==> src/rtl/core/tbpg_pkg.sv <==
// ----------------------------------------------------------------------------
// tbpg_pkg
// Shared types and constants for the token bucket packet gate.
// ----------------------------------------------------------------------------
package tbpg_pkg;

    localparam int AMOUNT_W  = 32;
    localparam int BITS_W    = 19;
    localparam int CPP_W     = 16;
    localparam int CPB_W     = 32;
    localparam int FRAC_W    = 16;
    localparam int PROD_W    = CPB_W + BITS_W;
    localparam int COST_W    = PROD_W - FRAC_W + 1;
    localparam int LEFT_W    = 32;
    localparam int CFG_DATA_W = 32;
    localparam int CFG_IDX_W = 3;

    // Register indexes of the configuration port
    localparam logic [CFG_IDX_W-1:0] CFG_COST_PER_PACKET  = 3'd0;
    localparam logic [CFG_IDX_W-1:0] CFG_COST_PER_BIT_Q16 = 3'd1;
    localparam logic [CFG_IDX_W-1:0] CFG_MAX_TOKENS       = 3'd2;
    localparam logic [CFG_IDX_W-1:0] CFG_CAP_ENABLE       = 3'd3;
    localparam logic [CFG_IDX_W-1:0] CFG_INITIAL_TOKENS   = 3'd4;

    // Operation codes
    localparam logic OP_ADD   = 1'b0;
    localparam logic OP_OFFER = 1'b1;

    typedef struct packed {
        logic                op;
        logic [AMOUNT_W-1:0] token_amount;
        logic [BITS_W-1:0]   packet_bits;
    } t_in_item;

    typedef struct packed {
        logic              granted;
        logic              depleted_event;
        logic [LEFT_W-1:0] tokens_left;
    } t_out_item;

    // Configuration seen by the front and back parts
    typedef struct packed {
        logic [CPP_W-1:0]  cost_per_packet;
        logic [CPB_W-1:0]  cost_per_bit_q16;
        logic [CPB_W-1:0]  max_tokens;
        logic              cap_enable;
    } t_cfg;

    // Bucket load request from a write of the initial count register
    typedef struct packed {
        logic                  en;
        logic [CFG_DATA_W-1:0] value;
    } t_load;

    // Classified command passed from front to back
    typedef struct packed {
        logic                op;
        logic [AMOUNT_W-1:0] token_amount;
        logic [COST_W-1:0]   cost;
    } t_cmd;

endpackage

==> src/rtl/core/tbpg_front.sv <==
// ----------------------------------------------------------------------------
// tbpg_front
// Accepts transactions, multiplies the packet length by the per-bit cost and
// forms the full packet cost.
// ----------------------------------------------------------------------------
module tbpg_front (
    input  logic               i_clk,
    input  logic               i_rst_n,
    input  logic               i_valid,
    output logic               o_ready,
    input  tbpg_pkg::t_in_item i_item,
    input  tbpg_pkg::t_cfg     i_cfg,
    output logic               o_push,
    input  logic               i_push_ready,
    output tbpg_pkg::t_cmd     o_cmd
);

    logic                                r_s1_valid;
    logic                                r_s1_op;
    logic [tbpg_pkg::AMOUNT_W-1:0]       r_s1_amount;
    logic [tbpg_pkg::PROD_W-1:0]         r_s1_prod;
    logic                                w_take;

    assign o_ready = i_rst_n && (!r_s1_valid || i_push_ready);
    assign w_take  = i_valid && o_ready;
    assign o_push  = r_s1_valid && i_push_ready;

    always_ff @(posedge i_clk) begin
        if (!i_rst_n) begin
            r_s1_valid <= 1'b0;
        end else if (o_ready) begin
            r_s1_valid <= i_valid;
        end
    end

    // Payload: hold while stalled
    always_ff @(posedge i_clk) begin
        if (w_take) begin
            r_s1_op     <= i_item.op;
            r_s1_amount <= i_item.token_amount;
            r_s1_prod   <= tbpg_pkg::PROD_W'(i_cfg.cost_per_bit_q16)
                         * tbpg_pkg::PROD_W'(i_item.packet_bits);
        end
    end

    always_comb begin
        o_cmd.op           = r_s1_op;
        o_cmd.token_amount = r_s1_amount;
        // Drop the fraction of the per-bit product, add the fixed charge
        o_cmd.cost = tbpg_pkg::COST_W'(r_s1_prod[tbpg_pkg::PROD_W-1:tbpg_pkg::FRAC_W])
                   + tbpg_pkg::COST_W'(i_cfg.cost_per_packet);
    end

    a_stall_hold: assert property (@(posedge i_clk) disable iff (!i_rst_n)
        r_s1_valid && !i_push_ready |=> r_s1_valid && $stable(r_s1_prod)
            && $stable(r_s1_op))
        else $error("front stage lost a stalled command");

endmodule

==> src/rtl/core/tbpg_queue.sv <==
// ----------------------------------------------------------------------------
// tbpg_queue
// Short command queue between the front and the back part.
// ----------------------------------------------------------------------------
module tbpg_queue #(
    parameter int DEPTH = 4
) (
    input  logic           i_clk,
    input  logic           i_rst_n,
    input  logic           i_push,
    output logic           o_push_ready,
    input  tbpg_pkg::t_cmd i_cmd,
    input  logic           i_pop,
    output logic           o_not_empty,
    output tbpg_pkg::t_cmd o_cmd
);

    localparam int PTR_W = (DEPTH > 1) ? $clog2(DEPTH) : 1;
    localparam int CNT_W = $clog2(DEPTH + 1);

    tbpg_pkg::t_cmd   r_mem [DEPTH];
    logic [PTR_W-1:0] r_wr_ptr;
    logic [PTR_W-1:0] r_rd_ptr;
    logic [CNT_W-1:0] r_count;
    logic [CNT_W-1:0] n_count;

    assign o_push_ready = (r_count != CNT_W'(DEPTH));
    assign o_not_empty  = (r_count != '0);
    assign o_cmd        = r_mem[r_rd_ptr];

    always_comb begin
        n_count = r_count;
        if (i_push && !i_pop) begin
            n_count = r_count + CNT_W'(1);
        end else if (!i_push && i_pop) begin
            n_count = r_count - CNT_W'(1);
        end
    end

    always_ff @(posedge i_clk) begin
        if (!i_rst_n) begin
            r_wr_ptr <= '0;
            r_rd_ptr <= '0;
            r_count  <= '0;
        end else begin
            r_count <= n_count;
            if (i_push) begin
                r_wr_ptr <= (r_wr_ptr == PTR_W'(DEPTH - 1)) ? '0 : r_wr_ptr + PTR_W'(1);
            end
            if (i_pop) begin
                r_rd_ptr <= (r_rd_ptr == PTR_W'(DEPTH - 1)) ? '0 : r_rd_ptr + PTR_W'(1);
            end
        end
    end

    always_ff @(posedge i_clk) begin
        if (i_push) begin
            r_mem[r_wr_ptr] <= i_cmd;
        end
    end

    a_no_overflow: assert property (@(posedge i_clk) disable iff (!i_rst_n)
        i_push |-> o_push_ready)
        else $error("push into a full queue");

    a_no_underflow: assert property (@(posedge i_clk) disable iff (!i_rst_n)
        i_pop |-> o_not_empty)
        else $error("pop from an empty queue");

endmodule

==> src/rtl/core/tbpg_back.sv <==
// ----------------------------------------------------------------------------
// tbpg_back
// Holds the bucket, applies adds and offers, and registers the result.
// ----------------------------------------------------------------------------
module tbpg_back #(
    parameter int TOKEN_WIDTH = 32
) (
    input  logic                i_clk,
    input  logic                i_rst_n,
    input  tbpg_pkg::t_cfg      i_cfg,
    input  tbpg_pkg::t_load     i_load,
    input  logic                i_not_empty,
    output logic                o_pop,
    input  tbpg_pkg::t_cmd      i_cmd,
    output logic                o_valid,
    input  logic                i_ready,
    output tbpg_pkg::t_out_item o_item
);

    localparam int TW    = TOKEN_WIDTH;
    localparam int SUM_W = ((TW > tbpg_pkg::AMOUNT_W) ? TW : tbpg_pkg::AMOUNT_W) + 1;
    localparam int CMP_W = (TW > tbpg_pkg::COST_W) ? TW : tbpg_pkg::COST_W;

    logic [TW-1:0]       r_count;
    logic [TW-1:0]       n_count;
    logic                r_reported;
    logic                n_reported;
    logic                r_out_valid;
    tbpg_pkg::t_out_item r_out;
    tbpg_pkg::t_out_item n_out;

    logic [SUM_W-1:0]    w_sum;
    logic [TW-1:0]       w_sat;
    logic [TW-1:0]       w_cap;
    logic                w_covers;

    assign o_pop   = i_not_empty && (!r_out_valid || i_ready);
    assign o_valid = r_out_valid;
    assign o_item  = r_out;

    always_comb begin
        w_sum    = SUM_W'(r_count) + SUM_W'(i_cmd.token_amount);
        w_sat    = (w_sum > SUM_W'({TW{1'b1}})) ? {TW{1'b1}} : w_sum[TW-1:0];
        w_cap    = TW'(i_cfg.max_tokens);
        w_covers = CMP_W'(r_count) >= CMP_W'(i_cmd.cost);

        n_count    = r_count;
        n_reported = r_reported;
        n_out.granted        = 1'b0;
        n_out.depleted_event = 1'b0;

        case (i_cmd.op)
            tbpg_pkg::OP_ADD: begin
                n_count    = (i_cfg.cap_enable && (w_sat >= w_cap)) ? w_cap : w_sat;
                n_reported = 1'b0;
            end
            tbpg_pkg::OP_OFFER: begin
                if (w_covers) begin
                    n_count       = r_count - TW'(i_cmd.cost);
                    n_out.granted = 1'b1;
                end else if (!r_reported) begin
                    // Report only the first refusal since the last add
                    n_reported           = 1'b1;
                    n_out.depleted_event = 1'b1;
                end
            end
            default: begin
                n_count = r_count;
            end
        endcase
        n_out.tokens_left = tbpg_pkg::LEFT_W'(n_count);
    end

    always_ff @(posedge i_clk) begin
        if (!i_rst_n) begin
            r_count     <= '0;
            r_reported  <= 1'b0;
            r_out_valid <= 1'b0;
        end else begin
            if (i_load.en) begin
                r_count <= TW'(i_load.value);
            end else if (o_pop) begin
                r_count <= n_count;
            end
            if (o_pop) begin
                r_reported <= n_reported;
            end
            if (o_pop) begin
                r_out_valid <= 1'b1;
            end else if (i_ready) begin
                r_out_valid <= 1'b0;
            end
        end
    end

    always_ff @(posedge i_clk) begin
        if (o_pop) begin
            r_out <= n_out;
        end
    end

    a_grant_excl: assert property (@(posedge i_clk) disable iff (!i_rst_n)
        r_out_valid |-> !(r_out.granted && r_out.depleted_event))
        else $error("grant and depletion reported together");

    a_single_report: assert property (@(posedge i_clk) disable iff (!i_rst_n)
        o_pop && r_reported && !i_load.en |=> !r_out.depleted_event)
        else $error("depletion reported twice without an add");

endmodule

==> src/rtl/core/token_bucket_packet_gate_unit.sv <==
// ----------------------------------------------------------------------------
// token_bucket_packet_gate_unit
// Token bucket gate: grants or refuses offered packets against a token count.
// ----------------------------------------------------------------------------
// Usage:
//   Input channel (i_valid / o_ready / i_item): each transaction is either a
//   token add (op = OP_ADD) or an offer of the head packet (op = OP_OFFER)
//   carrying its length in bits. Output channel (o_valid / i_ready / o_item):
//   exactly one result per input transaction, in order, with the grant, the
//   depletion event and the token count after the step.
//   Configuration: i_cfg_we / i_cfg_idx / i_cfg_wdata write one register per
//   cycle; write only while no transaction is in flight. Writing the initial
//   count register loads the bucket at once.
//   Path: from input acceptance to result valid through the multiply
//   stage, the command queue and the bucket update into the output register.
//   Throughput: one transaction per cycle while i_ready is high; the bucket
//   update is one add or compare-and-subtract; the cost multiply is pipelined.
//   Reset: synchronous, active low; clears the bucket, the depletion flag and
//   all valid flags, and loads register defaults (no cap, max all ones).
//   Stall: when i_ready is low the result holds in the output register, the
//   queue fills behind it, and o_ready drops once the queue and the multiply
//   stage are full.
// ----------------------------------------------------------------------------
module token_bucket_packet_gate_unit #(
    parameter int TOKEN_WIDTH = 32,
    parameter int QUEUE_DEPTH = 4
) (
    input  logic                                  i_clk,
    input  logic                                  i_rst_n,
    input  logic                                  i_valid,
    output logic                                  o_ready,
    input  tbpg_pkg::t_in_item                    i_item,
    output logic                                  o_valid,
    input  logic                                  i_ready,
    output tbpg_pkg::t_out_item                   o_item,
    input  logic                                  i_cfg_we,
    input  logic [tbpg_pkg::CFG_IDX_W-1:0]        i_cfg_idx,
    input  logic [tbpg_pkg::CFG_DATA_W-1:0]       i_cfg_wdata
);

    tbpg_pkg::t_cfg  r_cfg;
    tbpg_pkg::t_load w_load;
    tbpg_pkg::t_cmd  w_push_cmd;
    tbpg_pkg::t_cmd  w_head_cmd;
    logic            w_push;
    logic            w_push_ready;
    logic            w_pop;
    logic            w_not_empty;

    // Register file: unknown indexes are ignored
    always_ff @(posedge i_clk) begin
        if (!i_rst_n) begin
            r_cfg.cost_per_packet  <= '0;
            r_cfg.cost_per_bit_q16 <= '0;
            r_cfg.max_tokens       <= '1;
            r_cfg.cap_enable       <= 1'b0;
        end else if (i_cfg_we) begin
            case (i_cfg_idx)
                tbpg_pkg::CFG_COST_PER_PACKET:
                    r_cfg.cost_per_packet <= i_cfg_wdata[tbpg_pkg::CPP_W-1:0];
                tbpg_pkg::CFG_COST_PER_BIT_Q16:
                    r_cfg.cost_per_bit_q16 <= i_cfg_wdata[tbpg_pkg::CPB_W-1:0];
                tbpg_pkg::CFG_MAX_TOKENS:
                    r_cfg.max_tokens <= i_cfg_wdata[tbpg_pkg::CPB_W-1:0];
                tbpg_pkg::CFG_CAP_ENABLE:
                    r_cfg.cap_enable <= i_cfg_wdata[0];
                default: begin
                    r_cfg <= r_cfg;
                end
            endcase
        end
    end

    // The initial count register only matters as a load of the bucket
    assign w_load.en    = i_rst_n && i_cfg_we && (i_cfg_idx == tbpg_pkg::CFG_INITIAL_TOKENS);
    assign w_load.value = i_cfg_wdata;

    tbpg_front u_front (
        .i_clk        (i_clk),
        .i_rst_n      (i_rst_n),
        .i_valid      (i_valid),
        .o_ready      (o_ready),
        .i_item       (i_item),
        .i_cfg        (r_cfg),
        .o_push       (w_push),
        .i_push_ready (w_push_ready),
        .o_cmd        (w_push_cmd)
    );

    tbpg_queue #(
        .DEPTH (QUEUE_DEPTH)
    ) u_queue (
        .i_clk        (i_clk),
        .i_rst_n      (i_rst_n),
        .i_push       (w_push),
        .o_push_ready (w_push_ready),
        .i_cmd        (w_push_cmd),
        .i_pop        (w_pop),
        .o_not_empty  (w_not_empty),
        .o_cmd        (w_head_cmd)
    );

    tbpg_back #(
        .TOKEN_WIDTH (TOKEN_WIDTH)
    ) u_back (
        .i_clk       (i_clk),
        .i_rst_n     (i_rst_n),
        .i_cfg       (r_cfg),
        .i_load      (w_load),
        .i_not_empty (w_not_empty),
        .o_pop       (w_pop),
        .i_cmd       (w_head_cmd),
        .o_valid     (o_valid),
        .i_ready     (i_ready),
        .o_item      (o_item)
    );

endmodule
==> config.mk <==
export PLATFORM = sky130hd
export DESIGN_NAME = token_bucket_packet_gate_unit
export DESIGN_NICKNAME = d
export VERILOG_FILES = /design/src/rtl/core/tbpg_pkg.sv /design/src/rtl/core/tbpg_front.sv /design/src/rtl/core/tbpg_queue.sv /design/src/rtl/core/tbpg_back.sv /design/src/rtl/core/token_bucket_packet_gate_unit.sv
export SDC_FILE = /design/constraint.sdc
export NUM_CORES = 2
export LEC_CHECK = 0
export BUFFER_PORTS_ARGS = -buffer_cell sky130_fd_sc_hd__buf_2
export CAP_MARGIN = 5
export CELL_PAD_IN_SITES_DETAIL_PLACEMENT = 0
export CELL_PAD_IN_SITES_GLOBAL_PLACEMENT = 1
export CORE_MARGIN = 4
export CORE_UTILIZATION = 48
export CTS_CLUSTER_DIAMETER = 40
export DETAILED_ROUTE_END_ITERATION = 10
export GPL_TIMING_DRIVEN = 0
export PLACE_DENSITY_LB_ADDON = 0.25
export SYNTH_ARGS = -nofsm -noshare
export SYNTH_HDL_FRONTEND = slang
export SYNTH_SLANG_ARGS = --single-unit
==> constraint.sdc <==
create_clock -name i_clk -period 9.75 [get_ports i_clk]
set_input_delay 1.95 -clock i_clk [delete_from_list [all_inputs] [get_ports i_clk]]
set_output_delay 1.95 -clock i_clk [all_outputs]
set_load 0.1 [all_outputs]
==> metrics.txt <==
mapped cell area=42700 sq um; Ys Warns=0; sw frac=43.5%; H-tree depth=2; Static Leak=0.0200 uW; Synth area leader=edfxtp_1; core area=88400 sq um; crit path max-delay cell type=clkdlybuf4s15_1; io pins=128; CTS tree=done; worst path required time=10.04 ns; first-pass GRT wire length=196000 um; HPWL Detailed=103000 um; number of flops mapped to enable cells by yosys=378; ys flop type=edfxtp_1; cell mode on critical path=buf_2; vias in the first global route=31300; Total Power=9880 uW; global route total overflow=0; Logic pwr share=48.8%; max frequency=0.106 GHz; dpl cell area=45000 sq um; asr flop ratio synth=0%; Pwr per Cell Area=210 nW/um^2; DRC=0; crit end category=flop; Synth cell types=88; final antenna-violating net count=0; syn nets=4969; initial antenna violation count=7; final wirelength=128000 um; Reg power frac=28.1%; Final min period=9.45 ns; top post-synthesis cells by count=nand2_1 (681), inv_1 (620), fa_1 (512); Vias/cell=5.63; peak supply drop=0.308 mV; most frequent cell after synthesis=nand2_1; WP data arrival=9.74 ns; die area=93800 sq um; actual slew at the worst max-slew pin=1.19 ns; WHS=0.463 ns; average wire per standard cell=23.2 um; internal power=5580 uW; Starting Density=48.3%; root buffer cell=clkbuf_16; DR vias=31100; Max FO, Critical Path=10; Port-buffer cells=127; share of layout cells above drive strength 1=8.29%; synthesis-to-layout area growth=10.2%; Mapped Cells=4115; number of fill cells=8053; period utilization=96.9%; Synth area leaders=edfxtp_1 (27%), fa_1 (24%), ha_1 (7.3%), nand2_1 (6.0%), dfxtp_1 (5.9%); sequential-to-total area share from yosys stat=32.4%; Critical Path Max Stage Delay=0.83 ns; clock buffer depth=3; final hold violations=0; Layout Skew=0.0296 ns; Inserted Clock Buffers=58; num rows=109; largest net degree at the start of global routing=43; top cell type's share of synthesized area=26.6%; RSZ-0062 raised after global routing=yes; Max Cap Viol=0; fin nets=5163; Total GRT Usage=27.5%; crit start category=flop; drt pass-1 iters=5; drt initial violations=2793; clock latency on the worst-skew pair=0.63 ns; mean area per synthesized cell=10.4 sq um; Finish-stage setup viols=0; Slew HR=19.7%; placer congestion estimate=0.938; CTS sink cnt=503; DIE WIDTH=306 um; Switching Power=4300 uW; Worst Hold Class=reg2reg; run status=completed; Final TNS setup=0 ns; Slew Limit Fails=0; #FFs+latches synth=503; die span in y=306 um; Clock transition at path regs=0.06 ns; Finished Cell Area=47100 sq um; Crit Path Category=reg2reg; Clock power frac=23.1%; Post-CTS Hold Fix Bufs=0
-- power groups by stage --
stage / combinational (uW) / clock (uW) / sequential [uW]
2_1_floorplan: 2870 / 0 / 3310
3_3_place_gp: 4700 / 0 / 2830
3_5_place_dp: 4730 / 0 / 2820
4_1_cts: 4760 / 2320 / 2780
5_1_grt: 5210 / 2420 / 2790
6_report: 4820 / 2280 / 2780
-- layout by cell type (no fill, tap or decap), types with 37 or more instances in the layout --
cell type,netlist,routed
and2_1,193,188
mux4_2,65,65
xor2_1,53,53
ha_1,250,250
clkbuf_16,0,60
edfxtp_1,378,378
dfxtp_1,125,125
nand3_1,37,37
nor3_1,40,40
o211ai_1,43,43
nor2_1,99,99
xnor2_1,61,61
inv_1,620,620
nand2_1,681,681
a21oi_1,190,190
a21o_1,57,57
o21ai_0,92,92
clkbuf_1,190,195
fa_1,512,512
buf_2,9,137
-- routing by layer --
metal  vias up  share of wire, %  wire length, um  global-route usage [%]
met5         -             0.022               28                       0
met4         4               2.6             3280                    6.49
met3       200               7.7             9840                    4.45
met2      1125                45            57700                    42.8
met1     15800                45            57100                    40.9
li1      14000                 -                -                       -
-- worst max-delay path: cells and delay by family (launching register included) --
family	cells	cell delay, ns
AO/OA/AOI/OAI	10	3.02
adder cells (fa/ha/maj)	2	0.68
buffers and inverters	8	3.16
flip-flops	1	0.51
multiplexers	1	0.47
AND/OR/NAND/NOR	7	1.26
-- flip-flops by register name, summed over array words and instances, names as in the netlist, 2 cells and up, named ones only --
name,count
u_queue.r_mem,276
r_cfg,81
u_front.r_s1_prod,35
u_back.o_item,34
u_back.r_count,32
u_front.r_s1_amount,32
u_queue.r_count,3
u_queue.r_rd_ptr,2
u_queue.r_wr_ptr,2
-- cell families (layout without fill, tap and decap cells) --
kind of cell	Yosys count	in the layout	synth area share (%)
AOI/OAI and AO/OA	602	602	9.44
xor gates and xnor gates	114	114	2.34
adders and majority gates	762	762	31.3
buffers and inverters	838	1080	7.44
DFF	503	503	32.4
muxes	94	94	4.12
other	0	2	0
and+or+nand+nor	1202	1202	12.9
-- per-stage QoR --
| stage | setup slack (ns) | instances | util [%] |
|---|---|---|---|
| 2_1_floorplan | 1.68 | 4115 | - |
| 3_3_place_gp | -0.384 | 5407 | 50.7 |
| 3_5_place_dp | -0.356 | 5413 | 50.9 |
| 4_1_cts | 0.232 | 5521 | 53.2 |
| 5_1_grt | -0.0388 | 5522 | 53.2 |
| 6_report | 0.304 | 5524 | 53.3 |
-- final cells by class --
| cell class | count | area [sq um] | share of cell area [%] |
|---|---|---|---|
| multi-input cells | 2774 | 25700 | 54.6 |
| clock buffers | 73 | 1610 | 3.42 |
| flip-flops and latches | 503 | 13900 | 29.4 |
| inverters | 620 | 2330 | 4.94 |
| repair buffers | 134 | 791 | 1.68 |
| diodes | 2 | 5.00 | 0.0106 |
| plain buffers | 218 | 870 | 1.85 |
| clock inverters | 35 | 444 | 0.944 |
| well taps | 1165 | 1460 | 3.10 |
-- path summary, 6_finish.rpt --
path	start	cells past startpoint	slack [ns]	to
max	flop	28	0.30	u_back.o_item[25]$_DFFE_PP_
min	r_cfg[68]$_SDFFE_PN0P_	2	0.46	r_cfg[68]$_SDFFE_PN0P_
max reg2reg	flop	28	0.30	u_back.o_item[25]$_DFFE_PP_
min reg2reg	r_cfg[68]$_SDFFE_PN0P_	2	0.46	r_cfg[68]$_SDFFE_PN0P_
-- repair_timing --
item	CTS	global route
gates resized for setup	3	6
setup buffers	0	0
pin swaps	0	0
setup endpoints to repair	40	53
No activity file was read; power rests on OpenSTA's default activity.
